<file path="config.mk">
export PLATFORM = sky130hd
export DESIGN_NAME = duration_string_parser_top_flat
export DESIGN_NICKNAME = d
export VERILOG_FILES = /design/src/rtl/core/dsp_pkg.sv /design/src/rtl/core/dsp_ifs.sv /design/src/rtl/core/dsp_char_class.sv /design/src/rtl/core/dsp_parse_fsm.sv /design/src/rtl/core/dsp_accum.sv /design/src/rtl/core/duration_string_parser_top.sv /design/src/flat_wrapper.sv
export SDC_FILE = /design/constraint.sdc
export NUM_CORES = 2
export LEC_CHECK = 0
export ABC_CLOCK_PERIOD_IN_PS = 18900
export BUFFER_PORTS_ARGS = -buffer_cell sky130_fd_sc_hd__buf_4
export CORE_MARGIN = 4
export CORE_UTILIZATION = 60
export DETAILED_ROUTE_END_ITERATION = 8
export GPL_TIMING_DRIVEN = 0
export PLACE_DENSITY = 0.78
export SYNTH_ARGS = -nofsm -noshare
export SYNTH_HDL_FRONTEND = slang
export SYNTH_SLANG_ARGS = --single-unit
</file>
<file path="constraint.sdc">
create_clock -name clk -period 18.9 [get_ports clk]
set_clock_uncertainty 0.05 [all_clocks]
set_input_delay 0.945 -clock clk [delete_from_list [all_inputs] [get_ports clk]]
set_output_delay 0.945 -clock clk [all_outputs]
set_load 0.05 [all_outputs]
</file>
<file path="src/rtl/core/dsp_pkg.sv">
package dsp_pkg;

  localparam int unsigned FACTOR_W = 26;
  localparam int unsigned PROD_W   = 32 + FACTOR_W;

  localparam logic [31:0] INVALID_TOTAL = 32'h8000_0000;
  localparam logic [31:0] POS_LIMIT     = 32'h7FFF_FFFF;
  localparam logic [31:0] NEG_LIMIT     = 32'h8000_0000;

  localparam int SECS_MIN  = 60;
  localparam int SECS_HOUR = 60 * SECS_MIN;
  localparam int SECS_DAY  = 24 * SECS_HOUR;
  localparam int SECS_WEEK = 7 * SECS_DAY;
  localparam int SECS_YEAR = 365 * SECS_DAY;

  localparam logic [7:0] CH_SPACE = 8'h20;
  localparam logic [7:0] CH_PLUS  = 8'h2B;
  localparam logic [7:0] CH_COMMA = 8'h2C;
  localparam logic [7:0] CH_MINUS = 8'h2D;
  localparam logic [7:0] CH_ZERO  = 8'h30;
  localparam logic [7:0] CH_NINE  = 8'h39;
  localparam logic [7:0] CH_LO_A  = 8'h61;
  localparam logic [7:0] CH_LO_D  = 8'h64;
  localparam logic [7:0] CH_LO_H  = 8'h68;
  localparam logic [7:0] CH_LO_M  = 8'h6D;
  localparam logic [7:0] CH_LO_N  = 8'h6E;
  localparam logic [7:0] CH_LO_S  = 8'h73;
  localparam logic [7:0] CH_LO_W  = 8'h77;
  localparam logic [7:0] CH_LO_Y  = 8'h79;
  localparam logic [7:0] CH_LO_Z  = 8'h7A;
  localparam logic [7:0] CH_UP_A  = 8'h41;
  localparam logic [7:0] CH_UP_Z  = 8'h5A;
  localparam logic [7:0] CH_TAB   = 8'h09;
  localparam logic [7:0] CH_CR    = 8'h0D;
  localparam logic [7:0] CASE_BIT = 8'h20;

  typedef enum logic [3:0] {
    PH_NUM_WS,
    PH_SIGN,
    PH_DIGITS,
    PH_UNIT_WS,
    PH_WORD,
    PH_SPACES,
    PH_AND,
    PH_AFTER_AND,
    PH_ERROR
  } dsp_phase_t;

  typedef enum logic [2:0] {
    U_YEAR,
    U_WEEK,
    U_DAY,
    U_HOUR,
    U_MIN,
    U_SEC
  } dsp_unit_t;

  typedef struct packed {
    logic       is_ws;
    logic       is_space;
    logic       is_alpha;
    logic       is_digit;
    logic [3:0] digit;
    logic       is_plus;
    logic       is_minus;
    logic       is_comma;
    logic       is_a;
    logic       is_n;
    logic       is_d;
    logic       unit_valid;
    dsp_unit_t  unit;
  } dsp_cls_t;

  typedef struct packed {
    logic        mul_go;
    dsp_unit_t   unit;
    logic [31:0] snum;
    logic        dig_ovf;
    logic        end_go;
    logic        end_add;
    logic        end_err;
  } dsp_req_t;

  typedef struct packed {
    logic        valid;
    logic [31:0] total;
    logic        error;
    logic        ovf;
  } dsp_res_t;

  function automatic logic signed [FACTOR_W-1:0] unit_factor(dsp_unit_t u);
    logic signed [FACTOR_W-1:0] f;
    case (u)
      U_YEAR:  f = FACTOR_W'(SECS_YEAR);
      U_WEEK:  f = FACTOR_W'(SECS_WEEK);
      U_DAY:   f = FACTOR_W'(SECS_DAY);
      U_HOUR:  f = FACTOR_W'(SECS_HOUR);
      U_MIN:   f = FACTOR_W'(SECS_MIN);
      U_SEC:   f = FACTOR_W'(1);
      default: f = FACTOR_W'(1);
    endcase
    return f;
  endfunction

endpackage

</file>
<file path="src/rtl/core/dsp_ifs.sv">
interface dsp_in_if;
  logic       valid;
  logic       ready;
  logic [7:0] char_byte;
  logic       is_end;

  modport source(output valid, output char_byte, output is_end, input ready);
  modport sink(input valid, input char_byte, input is_end, output ready);
endinterface

interface dsp_out_if;
  logic               valid;
  logic               ready;
  logic signed [31:0] total_seconds;
  logic               parse_error;
  logic               overflow;

  modport source(output valid, output total_seconds, output parse_error, output overflow,
                 input ready);
  modport sink(input valid, input total_seconds, input parse_error, input overflow,
               output ready);
endinterface

</file>
<file path="src/rtl/core/dsp_char_class.sv">
module dsp_char_class (
  input  logic [7:0]        char_byte,
  output dsp_pkg::dsp_cls_t cls
);
  import dsp_pkg::*;

  logic [7:0] lc;
  logic       is_upper;

  always_comb begin
    is_upper       = (char_byte >= CH_UP_A) && (char_byte <= CH_UP_Z);
    lc             = is_upper ? (char_byte | CASE_BIT) : char_byte;
    cls.is_space   = (char_byte == CH_SPACE);
    cls.is_ws      = cls.is_space || ((char_byte >= CH_TAB) && (char_byte <= CH_CR));
    cls.is_alpha   = is_upper || ((char_byte >= CH_LO_A) && (char_byte <= CH_LO_Z));
    cls.is_digit   = (char_byte >= CH_ZERO) && (char_byte <= CH_NINE);
    cls.digit      = 4'(char_byte - CH_ZERO);
    cls.is_plus    = (char_byte == CH_PLUS);
    cls.is_minus   = (char_byte == CH_MINUS);
    cls.is_comma   = (char_byte == CH_COMMA);
    // The joining word is matched in lower case only.
    cls.is_a       = (char_byte == CH_LO_A);
    cls.is_n       = (char_byte == CH_LO_N);
    cls.is_d       = (char_byte == CH_LO_D);
    cls.unit_valid = 1'b1;
    case (lc)
      CH_LO_Y: cls.unit = U_YEAR;
      CH_LO_W: cls.unit = U_WEEK;
      CH_LO_D: cls.unit = U_DAY;
      CH_LO_H: cls.unit = U_HOUR;
      CH_LO_M: cls.unit = U_MIN;
      CH_LO_S: cls.unit = U_SEC;
      default: begin
        cls.unit       = U_SEC;
        cls.unit_valid = 1'b0;
      end
    endcase
  end

endmodule

</file>
<file path="src/rtl/core/dsp_parse_fsm.sv">
module dsp_parse_fsm (
  input  logic              clk,
  input  logic              rst_n,
  input  logic              accept,
  input  logic              is_end,
  input  dsp_pkg::dsp_cls_t cls,
  output dsp_pkg::dsp_req_t req
);
  import dsp_pkg::*;

  dsp_phase_t  phase_r, phase_nxt;
  logic [31:0] cur_r, cur_nxt;
  logic        neg_r, neg_nxt;
  logic [1:0]  cnt_r, cnt_nxt;
  logic        err_r, err_nxt;

  // Outcome of starting a number with the current byte.
  dsp_phase_t  ns_phase;
  logic        ns_load;
  logic        ns_neg;
  logic [31:0] ns_cur;
  logic        ns_fail;

  // Outcome of the byte in the gap between terms.
  dsp_phase_t  sp_phase;
  logic        sp_and;
  logic        sp_num;

  logic [35:0] dig_next;
  logic [31:0] limit;
  logic        mul_go;
  logic        dig_ovf;

  always_ff @(posedge clk) begin
    if (!rst_n) begin
      phase_r <= PH_NUM_WS;
      cur_r   <= '0;
      neg_r   <= 1'b0;
      cnt_r   <= '0;
      err_r   <= 1'b0;
    end else if (accept) begin
      phase_r <= phase_nxt;
      cur_r   <= cur_nxt;
      neg_r   <= neg_nxt;
      cnt_r   <= cnt_nxt;
      err_r   <= err_nxt;
    end
  end

  always_comb begin
    ns_phase = PH_NUM_WS;
    ns_load  = 1'b0;
    ns_neg   = 1'b0;
    ns_cur   = '0;
    ns_fail  = 1'b0;
    if (cls.is_ws) begin
      ns_phase = PH_NUM_WS;
    end else if (cls.is_plus || cls.is_minus) begin
      ns_phase = PH_SIGN;
      ns_load  = 1'b1;
      ns_neg   = cls.is_minus;
    end else if (cls.is_digit) begin
      ns_phase = PH_DIGITS;
      ns_load  = 1'b1;
      ns_cur   = 32'(cls.digit);
    end else begin
      ns_phase = PH_ERROR;
      ns_fail  = 1'b1;
    end

    sp_and = 1'b0;
    sp_num = 1'b0;
    if (cls.is_space) begin
      sp_phase = PH_SPACES;
    end else if (cls.is_a) begin
      sp_phase = PH_AND;
      sp_and   = 1'b1;
    end else begin
      sp_phase = ns_phase;
      sp_num   = 1'b1;
    end

    dig_next = {1'b0, cur_r, 3'b000} + {3'b000, cur_r, 1'b0} + 36'(cls.digit);
    limit    = neg_r ? NEG_LIMIT : POS_LIMIT;
  end

  always_comb begin
    phase_nxt = phase_r;
    cur_nxt   = cur_r;
    neg_nxt   = neg_r;
    cnt_nxt   = cnt_r;
    err_nxt   = err_r;
    mul_go    = 1'b0;
    dig_ovf   = 1'b0;

    if (is_end) begin
      phase_nxt = PH_NUM_WS;
      cur_nxt   = '0;
      neg_nxt   = 1'b0;
      cnt_nxt   = '0;
      err_nxt   = 1'b0;
    end else begin
      case (phase_r)
        PH_NUM_WS, PH_AFTER_AND: begin
          phase_nxt = ns_phase;
          if (ns_load) begin
            cur_nxt = ns_cur;
            neg_nxt = ns_neg;
          end
          if (ns_fail) begin
            err_nxt = 1'b1;
          end
        end
        PH_SIGN: begin
          if (cls.is_digit) begin
            phase_nxt = PH_DIGITS;
            cur_nxt   = 32'(cls.digit);
          end else begin
            phase_nxt = PH_ERROR;
            err_nxt   = 1'b1;
          end
        end
        PH_DIGITS, PH_UNIT_WS: begin
          if ((phase_r == PH_DIGITS) && cls.is_digit) begin
            cur_nxt = dig_next[31:0];
            dig_ovf = (dig_next > {4'b0000, limit});
          end else if (cls.is_space) begin
            phase_nxt = PH_UNIT_WS;
          end else if (cls.unit_valid) begin
            phase_nxt = PH_WORD;
            mul_go    = 1'b1;
          end else begin
            phase_nxt = PH_ERROR;
            err_nxt   = 1'b1;
          end
        end
        PH_WORD, PH_SPACES: begin
          if ((phase_r == PH_WORD) && cls.is_alpha) begin
            phase_nxt = PH_WORD;
          end else if ((phase_r == PH_WORD) && cls.is_comma) begin
            phase_nxt = PH_SPACES;
          end else begin
            phase_nxt = sp_phase;
            if (sp_and) begin
              cnt_nxt = 2'd1;
            end
            if (sp_num && ns_load) begin
              cur_nxt = ns_cur;
              neg_nxt = ns_neg;
            end
            if (sp_num && ns_fail) begin
              err_nxt = 1'b1;
            end
          end
        end
        PH_AND: begin
          if ((cnt_r == 2'd1) && cls.is_n) begin
            cnt_nxt = 2'd2;
          end else if ((cnt_r == 2'd2) && cls.is_d) begin
            cnt_nxt   = 2'd0;
            phase_nxt = PH_AFTER_AND;
          end else begin
            cnt_nxt   = 2'd0;
            phase_nxt = PH_ERROR;
            err_nxt   = 1'b1;
          end
        end
        default: begin
          phase_nxt = PH_ERROR;
          err_nxt   = 1'b1;
        end
      endcase
    end
  end

  always_comb begin
    req.mul_go  = accept && !is_end && mul_go;
    req.unit    = cls.unit;
    req.snum    = neg_r ? (32'd0 - cur_r) : cur_r;
    req.dig_ovf = accept && !is_end && dig_ovf;
    req.end_go  = accept && is_end;
    req.end_add = (phase_r == PH_DIGITS) || (phase_r == PH_UNIT_WS);
    req.end_err = err_r || !(phase_r inside {PH_DIGITS, PH_UNIT_WS, PH_WORD, PH_SPACES,
                                             PH_AFTER_AND});
  end

endmodule

</file>
<file path="src/rtl/core/dsp_accum.sv">
module dsp_accum (
  input  logic              clk,
  input  logic              rst_n,
  input  dsp_pkg::dsp_req_t req,
  output dsp_pkg::dsp_res_t res
);
  import dsp_pkg::*;

  logic [31:0]              total_r, total_nxt;
  logic                     ovf_r, ovf_nxt;
  logic                     pend_v_r, pend_v_nxt;
  logic [31:0]              pend_r;
  logic signed [PROD_W-1:0] prod;
  logic                     prod_ovf;
  logic                     add_en;
  logic [31:0]              addend;
  logic [32:0]              sum;
  logic                     add_ovf;
  logic [31:0]              tot_eff;
  logic                     ovf_eff;

  always_ff @(posedge clk) begin
    if (!rst_n) begin
      total_r  <= '0;
      ovf_r    <= 1'b0;
      pend_v_r <= 1'b0;
    end else begin
      total_r  <= total_nxt;
      ovf_r    <= ovf_nxt;
      pend_v_r <= pend_v_nxt;
    end
  end

  always_ff @(posedge clk) begin
    pend_r <= prod[31:0];
  end

  always_comb begin
    prod     = $signed(req.snum) * unit_factor(req.unit);
    prod_ovf = (prod[PROD_W-1:31] != '0) && (prod[PROD_W-1:31] != '1);

    // A waiting product and a closing unitless number never coincide.
    add_en  = pend_v_r || (req.end_go && req.end_add);
    addend  = pend_v_r ? pend_r : req.snum;
    sum     = {total_r[31], total_r} + {addend[31], addend};
    add_ovf = sum[32] != sum[31];
    tot_eff = add_en ? sum[31:0] : total_r;
    ovf_eff = ovf_r || (add_en && add_ovf) || req.dig_ovf || (req.mul_go && prod_ovf);

    if (req.end_go) begin
      total_nxt  = '0;
      ovf_nxt    = 1'b0;
      pend_v_nxt = 1'b0;
    end else begin
      total_nxt  = tot_eff;
      ovf_nxt    = ovf_eff;
      pend_v_nxt = req.mul_go;
    end

    res.valid = req.end_go;
    res.total = req.end_err ? INVALID_TOTAL : tot_eff;
    res.error = req.end_err;
    res.ovf   = ovf_eff;
  end

endmodule

</file>
<file path="src/rtl/core/duration_string_parser_top.sv">
// Duration text parser.
// The input channel carries one character of a duration text per beat, for
// example "1y, 2w 3d and 4h5m6s"; a beat with is_end set closes the text and
// its char_byte is ignored. Each closing beat yields exactly one beat on the
// result channel with the total in seconds, a parse error flag and a sticky
// overflow flag; character beats yield nothing.
// Throughput is one beat per cycle while the output register is empty or being
// drained. Character beats are absorbed in the cycle they are accepted; the
// result appears on the output register in the cycle after the closing beat is
// accepted. A unit letter starts a constant multiply whose product is
// registered and then added into the running total, so the multiplier and
// the total adder each have a register stage of their own.
// The input is ready whenever the output register is empty or being
// drained, so a stalled receiver holds back new beats only while a result is
// waiting; character beats are still refused then, which keeps ordering
// simple. Synchronous reset returns the parser to the start of a text,
// clears the total and flags and empties the output register.
module duration_string_parser_top (
  input logic clk,
  input logic rst_n,
  dsp_in_if.sink    in_ch,
  dsp_out_if.source out_ch
);
  import dsp_pkg::*;

  dsp_cls_t    cls;
  dsp_req_t    req;
  dsp_res_t    res;
  logic        accept;

  logic        out_valid_r, out_valid_nxt;
  logic [31:0] out_total_r;
  logic        out_error_r;
  logic        out_ovf_r;

  // Ready depends only on the output register and the receiver's ready, never on the payload.
  assign in_ch.ready = !out_valid_r || out_ch.ready;
  assign accept      = in_ch.valid && in_ch.ready;

  dsp_char_class u_class (
    .char_byte (in_ch.char_byte),
    .cls       (cls)
  );

  dsp_parse_fsm u_fsm (
    .clk    (clk),
    .rst_n  (rst_n),
    .accept (accept),
    .is_end (in_ch.is_end),
    .cls    (cls),
    .req    (req)
  );

  dsp_accum u_accum (
    .clk   (clk),
    .rst_n (rst_n),
    .req   (req),
    .res   (res)
  );

  // Output register: loads on a closing beat, empties when the receiver
  // takes the result.
  always_comb begin
    if (res.valid) begin
      out_valid_nxt = 1'b1;
    end else if (out_ch.ready) begin
      out_valid_nxt = 1'b0;
    end else begin
      out_valid_nxt = out_valid_r;
    end
  end

  always_ff @(posedge clk) begin
    if (!rst_n) begin
      out_valid_r <= 1'b0;
    end else begin
      out_valid_r <= out_valid_nxt;
    end
  end

  always_ff @(posedge clk) begin
    if (res.valid) begin
      out_total_r <= res.total;
      out_error_r <= res.error;
      out_ovf_r   <= res.ovf;
    end
  end

  assign out_ch.valid         = out_valid_r;
  assign out_ch.total_seconds = $signed(out_total_r);
  assign out_ch.parse_error   = out_error_r;
  assign out_ch.overflow      = out_ovf_r;

endmodule

</file>
<file path="src/flat_wrapper.sv">
// flat-port wrapper written by rule: the top's interface ports become plain ports
module duration_string_parser_top_flat import dsp_pkg::*;
  (clk, rst_n, in_ch_valid, in_ch_char_byte, in_ch_is_end, in_ch_ready, out_ch_valid, out_ch_total_seconds, out_ch_parse_error, out_ch_overflow, out_ch_ready);
  dsp_in_if in_ch_i ();
  dsp_out_if out_ch_i ();
  input logic clk;
  input logic rst_n;
  input wire logic [$bits(in_ch_i.valid)-1:0] in_ch_valid;
  input wire logic [$bits(in_ch_i.char_byte)-1:0] in_ch_char_byte;
  input wire logic [$bits(in_ch_i.is_end)-1:0] in_ch_is_end;
  output wire logic [$bits(in_ch_i.ready)-1:0] in_ch_ready;
  output wire logic [$bits(out_ch_i.valid)-1:0] out_ch_valid;
  output wire logic [$bits(out_ch_i.total_seconds)-1:0] out_ch_total_seconds;
  output wire logic [$bits(out_ch_i.parse_error)-1:0] out_ch_parse_error;
  output wire logic [$bits(out_ch_i.overflow)-1:0] out_ch_overflow;
  input wire logic [$bits(out_ch_i.ready)-1:0] out_ch_ready;
  assign in_ch_i.valid = in_ch_valid;
  assign in_ch_i.char_byte = in_ch_char_byte;
  assign in_ch_i.is_end = in_ch_is_end;
  assign in_ch_ready = in_ch_i.ready;
  assign out_ch_valid = out_ch_i.valid;
  assign out_ch_total_seconds = out_ch_i.total_seconds;
  assign out_ch_parse_error = out_ch_i.parse_error;
  assign out_ch_overflow = out_ch_i.overflow;
  assign out_ch_i.ready = out_ch_ready;
  duration_string_parser_top u_core (.clk(clk), .rst_n(rst_n), .in_ch(in_ch_i), .out_ch(out_ch_i));
endmodule
</file>
Yosys cells after proc, flatten, opt, wreduce, memory -nomap -nowiden
Cells that the tools add are included.
{"block": "word_totals", "reg_bits": 141, "input_bits": 13, "elab_cells": 202}
{"block": "classes", "n_addsub": 5, "n_mul": 1, "n_lt_le_gt_ge": 9, "eq_ne": 43, "mux": 79, "bitwise_logic": 1, "n_reduce_logical": 51}
{"op": "$mux W32", "n": 11}
{"op": "$pmux W32 S4", "n": 1}
{"op": "$pmux W25 S5", "n": 1}
{"op": "$eq A8 B7 Y1 const B", "n": 9}
{"op": "$mux W4", "n": 16}
{"op": "$mul A32 B26 Y58", "n": 1}
{"op": "$ne A3 B3 Y1 const B", "n": 15}
{"op": "$mux W1", "n": 39}
{"op": "$add A35 B33 Y36", "n": 1}
{"op": "$add A36 B4 Y36", "n": 1}
{"op": "$gt A36 B32 Y1", "n": 1}
{"op": "$add A32 B32 Y33", "n": 1}
{"op": "$eq A8 B6 Y1 const B", "n": 4}
{"op": "$sub A1 B32 Y32 const A", "n": 1}
{"op": "$ne A27 B27 Y1 const B", "n": 1}
{"op": "$reduce_bool A27 Y1", "n": 1}
{"op": "$logic_and A1 B1 Y1", "n": 20}
{"op": "$pmux W4 S5", "n": 1}
{"op": "$eq A4 B3 Y1 const B", "n": 4}
{"op": "$ge A8 B7 Y1 const B", "n": 2}
{"op": "$le A8 B7 Y1 const B", "n": 2}
{"op": "$pmux W3 S5", "n": 1}
{"op": "$reduce_and A11 Y1", "n": 1}
{"op": "$logic_or A1 B1 Y1", "n": 10}
{"op": "other kinds (31)", "n": 44}

Depth between registers and ports, before layout
{"block": "logic_depth", "word_depth": 14, "depth_mapped": 37}

Hierarchy
From an unflattened synthesis, not the netlist that was laid out.
{"block": "unflattened", "hier_cells": 3781, "hier_area_um2": 34445.5}
{"mod": "dsp_accum", "n_inst": 1, "cells_per_inst": 3048, "area_each_um2": 27780.4, "seq_area_each_um2": 1321.3}
{"mod": "dsp_parse_fsm", "n_inst": 1, "cells_per_inst": 637, "area_each_um2": 5201.2, "seq_area_each_um2": 800.8}
{"mod": "duration_string_parser_top", "n_inst": 1, "cells_per_inst": 39, "area_each_um2": 1078.5, "seq_area_each_um2": 1041.0}
{"mod": "dsp_char_class", "n_inst": 1, "cells_per_inst": 57, "area_each_um2": 385.4, "seq_area_each_um2": 0.0}

Worst setup path after synthesis
No wires, ideal clock.
{"block": "synth_path", "path_kind": "register -> register", "startpoint": "reg u_core.u_fsm.cur_r[6]", "endpoint": "reg u_core.out_ovf_r, in the netlist u_core.out_ch.overflow (data pin)", "t_arrival_ps": 10358, "path_slack_ps": 8221, "path_stages_with_launch": 32, "n_path_buf": 1, "synth_period_minus_slack_ps": 10679, "cell_sequence": "dfxtp_1 or4_4 nor4_2 and2b_1 nand2_1 or4_1 o41ai_2 and2_1 xor2_1 nor2_1 fa_1 fa_1 inv_1 fa_1 fa_1 fa_1 fa_1 fa_1 inv_1 ha_1 clkbuf_1 and3_1 a21oi_1 o211ai_1 a221o_1 a311o_1 a31oi_4 mux2i_1 or4b_1 or4_4 o22ai_1 o211ai_1"}
{"block": "synth_via", "elab_chain_cells": 9}
{"element": "start, declared", "line_no": "dsp_parse_fsm.sv:12", "text": "logic [31:0] cur_r, cur_nxt;"}
{"element": "start signal, assigned", "line_no": "dsp_parse_fsm.sv:43", "text": "cur_r <= cur_nxt;"}
{"element": "parallel branches: the longest is 8 deep, another holds $mul A32 B26 Y58"}
{"element": "$logic_or A1 B1 Y1 *", "line_no": "dsp_accum.sv:48", "text": "ovf_eff = ovf_r || (add_en && add_ovf) || req.dig_ovf || (req.mul_go && prod_ovf);"}
{"element": "net u_core.u_accum.ovf_eff", "line_no": "dsp_accum.sv:20", "text": "logic ovf_eff;"}
{"element": "end signal, assigned", "line_no": "duration_string_parser_top.sv:85", "text": "out_ovf_r <= res.ovf;"}
{"element": "end, declared", "line_no": "duration_string_parser_top.sv:34", "text": "logic out_ovf_r;"}
Mark *: on every way through the listed nets, which the timed path passes.
A chain may end at the register's enable or synchronous reset.

Final worst setup path
Same ends and word-level chain as after synthesis.

==> reports/results.txt <==
Largest fanout on the critical path - 11
Postcts setup bufs - 0
Leakage power figure - 16.5 nW
Floorplan die area - 0.0608 mm2
Average routed wire per standard cell - 22.4 um
Result of the run - finished, violations left
Setup Viol. Count Final - 0
Mean post-synth cell area - 8.87 um2
Maximum ir drop on the vdd rail - 73.9 uV
CP arrival - 13.60 ns
Final Slew Violations - 0
Number of placement rows - 87
Instance count of the mapped netlist - 3849
Count of flip-flops with a built-in enable after synthesis - 34
Overall routing resource usage - 0.354
P&R area growth vs syn - 5.77%
Cell variety after synth - 82
Cell Pwr Density - 19.7 mW/mm2
Hold-fix buffer count after cts - 0
Final Cycle Share - 0.713
Element type at the critical path start - flop
Root buffer cell - sky130_fd_sc_hd__clkbuf_16
Worst slew margin - 0.000159
H-tree lvl count - 4
Crit path setup slack, layout - 5.42 ns
Starting density of the core - 0.605
Crit-path most repeated cell - sky130_fd_sc_hd__fa_1
Antenna violations before repair - 2
Number of nets still failing antenna checks after routing - 0
Clock edge transition at the registers on the reported setup and hold paths - 0.07 ns
Number of global-route vias before repair - 28400
Number of violations of the max-capacitance limit - 1
TritonCTS clock tree - done
Number of vias per cell - 5.97
Pre-CTS WS - 5.59 ns
Cell area reported after detailed placement - 0.0355 mm2
Number of warning messages in the yosys log - 0
Total detailed-routing wirelength - 105000 um
Cell area after technology mapping - 0.0341 mm2
Kind of end point of the critical path - flop
Fraction of layout instances using a drive strength above 1 - 0.0358
I/O pins - 49
Violated checks - capacitance limit
Maximum clock rate - 74.2 MHz
Worst path required time - 19.02 ns
Finished Cell Area - 0.0361 mm2
Clock Sinks - 141
Total DRC errors in the routed layout - 0
Async set or reset register ratio after synthesis - 0
IO buf count - 46
Number of iterations in the first detailed-routing pass - 5
Detailed-route via count - 28000
Global-route wire length before repair - 163000 um
Total of fill cells in the finished design - 4882
Die H - 247 um
Min Tclk post-route - 13.48 ns
Antenna diode instance count - 0
Global placer's final weighted congestion - 1.05
Number of buffers created by CTS - 17
Clock insertion delay at the later pin of the skew report - 0.45 ns
Worst path slowest cell - sky130_fd_sc_hd__fa_1
Leading cell types by total area after synthesis - sky130_fd_sc_hd__fa_1, sky130_fd_sc_hd__ha_1, sky130_fd_sc_hd__inv_1
Cell accounting for the most synthesized area - sky130_fd_sc_hd__fa_1
Clock tree buffer depth - 2
Estimated wirelength of the detail-placed design - 90300 um
Seq cells post-synth - 141
Die width - 247 um
Min-delay worst type - flop to flop
RSZ-0062 raised after global routing - false
Number of DRC markers in iteration 0 - 2519
Main synth FF type - sky130_fd_sc_hd__dfxtp_1
Net count, final - 4955
Total of cells resized after clock tree synthesis - 0
Sequential element share of the synthesized area - 0.0927
Final setup TNS - 0 ns
Floorplan core area - 0.0564 mm2
Worst-margin pin slew - 1.49 ns
Maximum number of pins on one net before global-route repair - 36
Number of failing hold endpoints at the final stage - 0
Path type of the worst setup path - flop to flop
Proportion of netlist area held by the largest area contributor - 0.355
CP max stage delay - 1.17 ns
Global-route congestion overflow total - 0
[power by group]
group / total (mW) / internal (mW) / switching, mW
Sequential: 0.313 / 0.312 / 0.00138
Combinational: 0.0583 / 0.0160 / 0.0423
Clock: 0.339 / 0.186 / 0.153
Total: 0.710 / 0.513 / 0.197
[kinds of logic (layout without fill, tap and decap cells)]
logic type | Yosys count | after routing | synth area share
buffers and inverters | 884 | 965 | 0.0975
XOR/XNOR | 156 | 156 | 0.0400
other | 1 | 6 | 0.000110
AND/OR/NAND/NOR | 977 | 977 | 0.131
adder cells (fa/ha/maj) | 1020 | 1020 | 0.507
AO/OA/AOI/OAI | 626 | 626 | 0.118
multiplexers | 44 | 44 | 0.0133
flip-flops | 141 | 141 | 0.0927
[cell usage in the layout (no fill, tap or decap), types with 9 or more instances in the layout]
master                      count
sky130_fd_sc_hd__a211oi_1      24
sky130_fd_sc_hd__a21boi_0      15
sky130_fd_sc_hd__a21o_1        64
sky130_fd_sc_hd__a21oi_1      175
sky130_fd_sc_hd__a221oi_1      10
sky130_fd_sc_hd__a22oi_1       23
sky130_fd_sc_hd__a31oi_1       24
sky130_fd_sc_hd__and2_1        17
sky130_fd_sc_hd__and3_1        19
sky130_fd_sc_hd__buf_1          9
sky130_fd_sc_hd__buf_4         46
sky130_fd_sc_hd__clkbuf_1     118
sky130_fd_sc_hd__clkbuf_16     17
sky130_fd_sc_hd__dfxtp_1      107
sky130_fd_sc_hd__edfxtp_1      34
sky130_fd_sc_hd__fa_1         605
sky130_fd_sc_hd__ha_1         414
sky130_fd_sc_hd__inv_1        748
sky130_fd_sc_hd__mux2_2        12
sky130_fd_sc_hd__mux2i_1       32
sky130_fd_sc_hd__nand2_1      197
sky130_fd_sc_hd__nand2b_1      29
sky130_fd_sc_hd__nand3_1       45
sky130_fd_sc_hd__nand4_1       24
sky130_fd_sc_hd__nor2_1       451
sky130_fd_sc_hd__nor2b_1       54
sky130_fd_sc_hd__nor3_1        49
sky130_fd_sc_hd__nor4_1        13
sky130_fd_sc_hd__o211ai_1      21
sky130_fd_sc_hd__o21a_1        25
sky130_fd_sc_hd__o21ai_0      115
sky130_fd_sc_hd__o21bai_1      16
sky130_fd_sc_hd__o22ai_1       25
sky130_fd_sc_hd__o31ai_1       12
sky130_fd_sc_hd__or2_2         22
sky130_fd_sc_hd__or3_1         15
sky130_fd_sc_hd__or4_1         11
sky130_fd_sc_hd__xnor2_1       85
sky130_fd_sc_hd__xor2_1        68
[cell usage after synthesis (24+ instances only)]
| library cell | instances |
|---|---|
| sky130_fd_sc_hd__a211oi_1 | 24 |
| sky130_fd_sc_hd__a21o_1 | 64 |
| sky130_fd_sc_hd__a21oi_1 | 175 |
| sky130_fd_sc_hd__a31oi_1 | 24 |
| sky130_fd_sc_hd__clkbuf_1 | 118 |
| sky130_fd_sc_hd__dfxtp_1 | 107 |
| sky130_fd_sc_hd__edfxtp_1 | 34 |
| sky130_fd_sc_hd__fa_1 | 606 |
| sky130_fd_sc_hd__ha_1 | 414 |
| sky130_fd_sc_hd__inv_1 | 748 |
| sky130_fd_sc_hd__mux2i_1 | 32 |
| sky130_fd_sc_hd__nand2_1 | 197 |
| sky130_fd_sc_hd__nand2b_1 | 29 |
| sky130_fd_sc_hd__nand3_1 | 45 |
| sky130_fd_sc_hd__nand4_1 | 24 |
| sky130_fd_sc_hd__nor2_1 | 451 |
| sky130_fd_sc_hd__nor2b_1 | 54 |
| sky130_fd_sc_hd__nor3_1 | 50 |
| sky130_fd_sc_hd__o21a_1 | 25 |
| sky130_fd_sc_hd__o21ai_0 | 115 |
| sky130_fd_sc_hd__o22ai_1 | 25 |
| sky130_fd_sc_hd__xnor2_1 | 87 |
| sky130_fd_sc_hd__xor2_1 | 69 |
[final cells by class]
type / instances / area, um2 / share of cell area
Buffer: 135 / 517 / 0.0143
Clock buffer: 17 / 425 / 0.0118
Clock inverter: 15 / 151 / 0.00419
Inverter: 749 / 2810 / 0.0779
Multi-Input combinational cell: 2829 / 27700 / 0.767
Sequential cell: 141 / 3160 / 0.0876
Tap cell: 756 / 946 / 0.0262
Timing Repair Buffer: 49 / 398 / 0.0110
[layer usage]
metal  share of wire  GRT usage
met5         0.00012          0
met4           0.056      0.154
met3           0.096     0.0676
met2            0.45      0.559
met1            0.39      0.480
[worst max-delay path: cells and delay by family, from the launching register on]
kind                       cells  cell delay (ns)
buffers and inverters          5             0.84
adders and majority gates      8             4.21
xor gates and xnor gates       1             0.98
DFF                            1             0.44
AOI/OAI and AO/OA              6             2.46
and+or+nand+nor               12             4.20
[through the flow]
step / util / hold slack [ns] / std cells / power (mW)
after floorplan: - / 0.382 / 3854 / 0.356
after global placement: 0.629 / 0.408 / 4656 / 0.375
after detailed placement: 0.629 / 0.423 / 4658 / 0.376
after CTS: 0.640 / 0.438 / 4690 / 0.707
after global routing: 0.640 / 0.467 / 4691 / 0.728
final: 0.640 / 0.438 / 4691 / 0.710
[worst paths after layout]
check,endpoint,cells past startpoint,from,slack [ns]
max,u_core.out_ch.overflow,32,u_core.u_fsm.cur_r[6],5.42
min,u_core.u_fsm.err_r,2,u_core.u_fsm.err_r,0.44
max reg2reg,u_core.out_ch.overflow,32,u_core.u_fsm.cur_r[6],5.42
min reg2reg,u_core.u_fsm.err_r,2,u_core.u_fsm.err_r,0.44
[state kept, by name (all words and copies together), names as in the netlist]
| signal | cells |
|---|---|
| u_core.u_fsm.cnt_r | 2 |
| u_core.u_fsm.cur_r | 32 |
| u_core.u_fsm.err_r | 1 |
| u_core.u_fsm.phase_r | 4 |
| u_core.u_accum.pend_r | 32 |
| u_core.u_accum.total_r | 32 |
| u_core.out_ch.valid | 1 |
| u_core.out_ch.overflow | 1 |
| u_core.out_ch.total_seconds | 32 |
| u_core.u_accum.ovf_r | 1 |
| u_core.u_fsm.neg_r | 1 |
| u_core.u_accum.pend_v_r | 1 |
| u_core.out_ch.parse_error | 1 |
(Power assumes the default switching activity.)
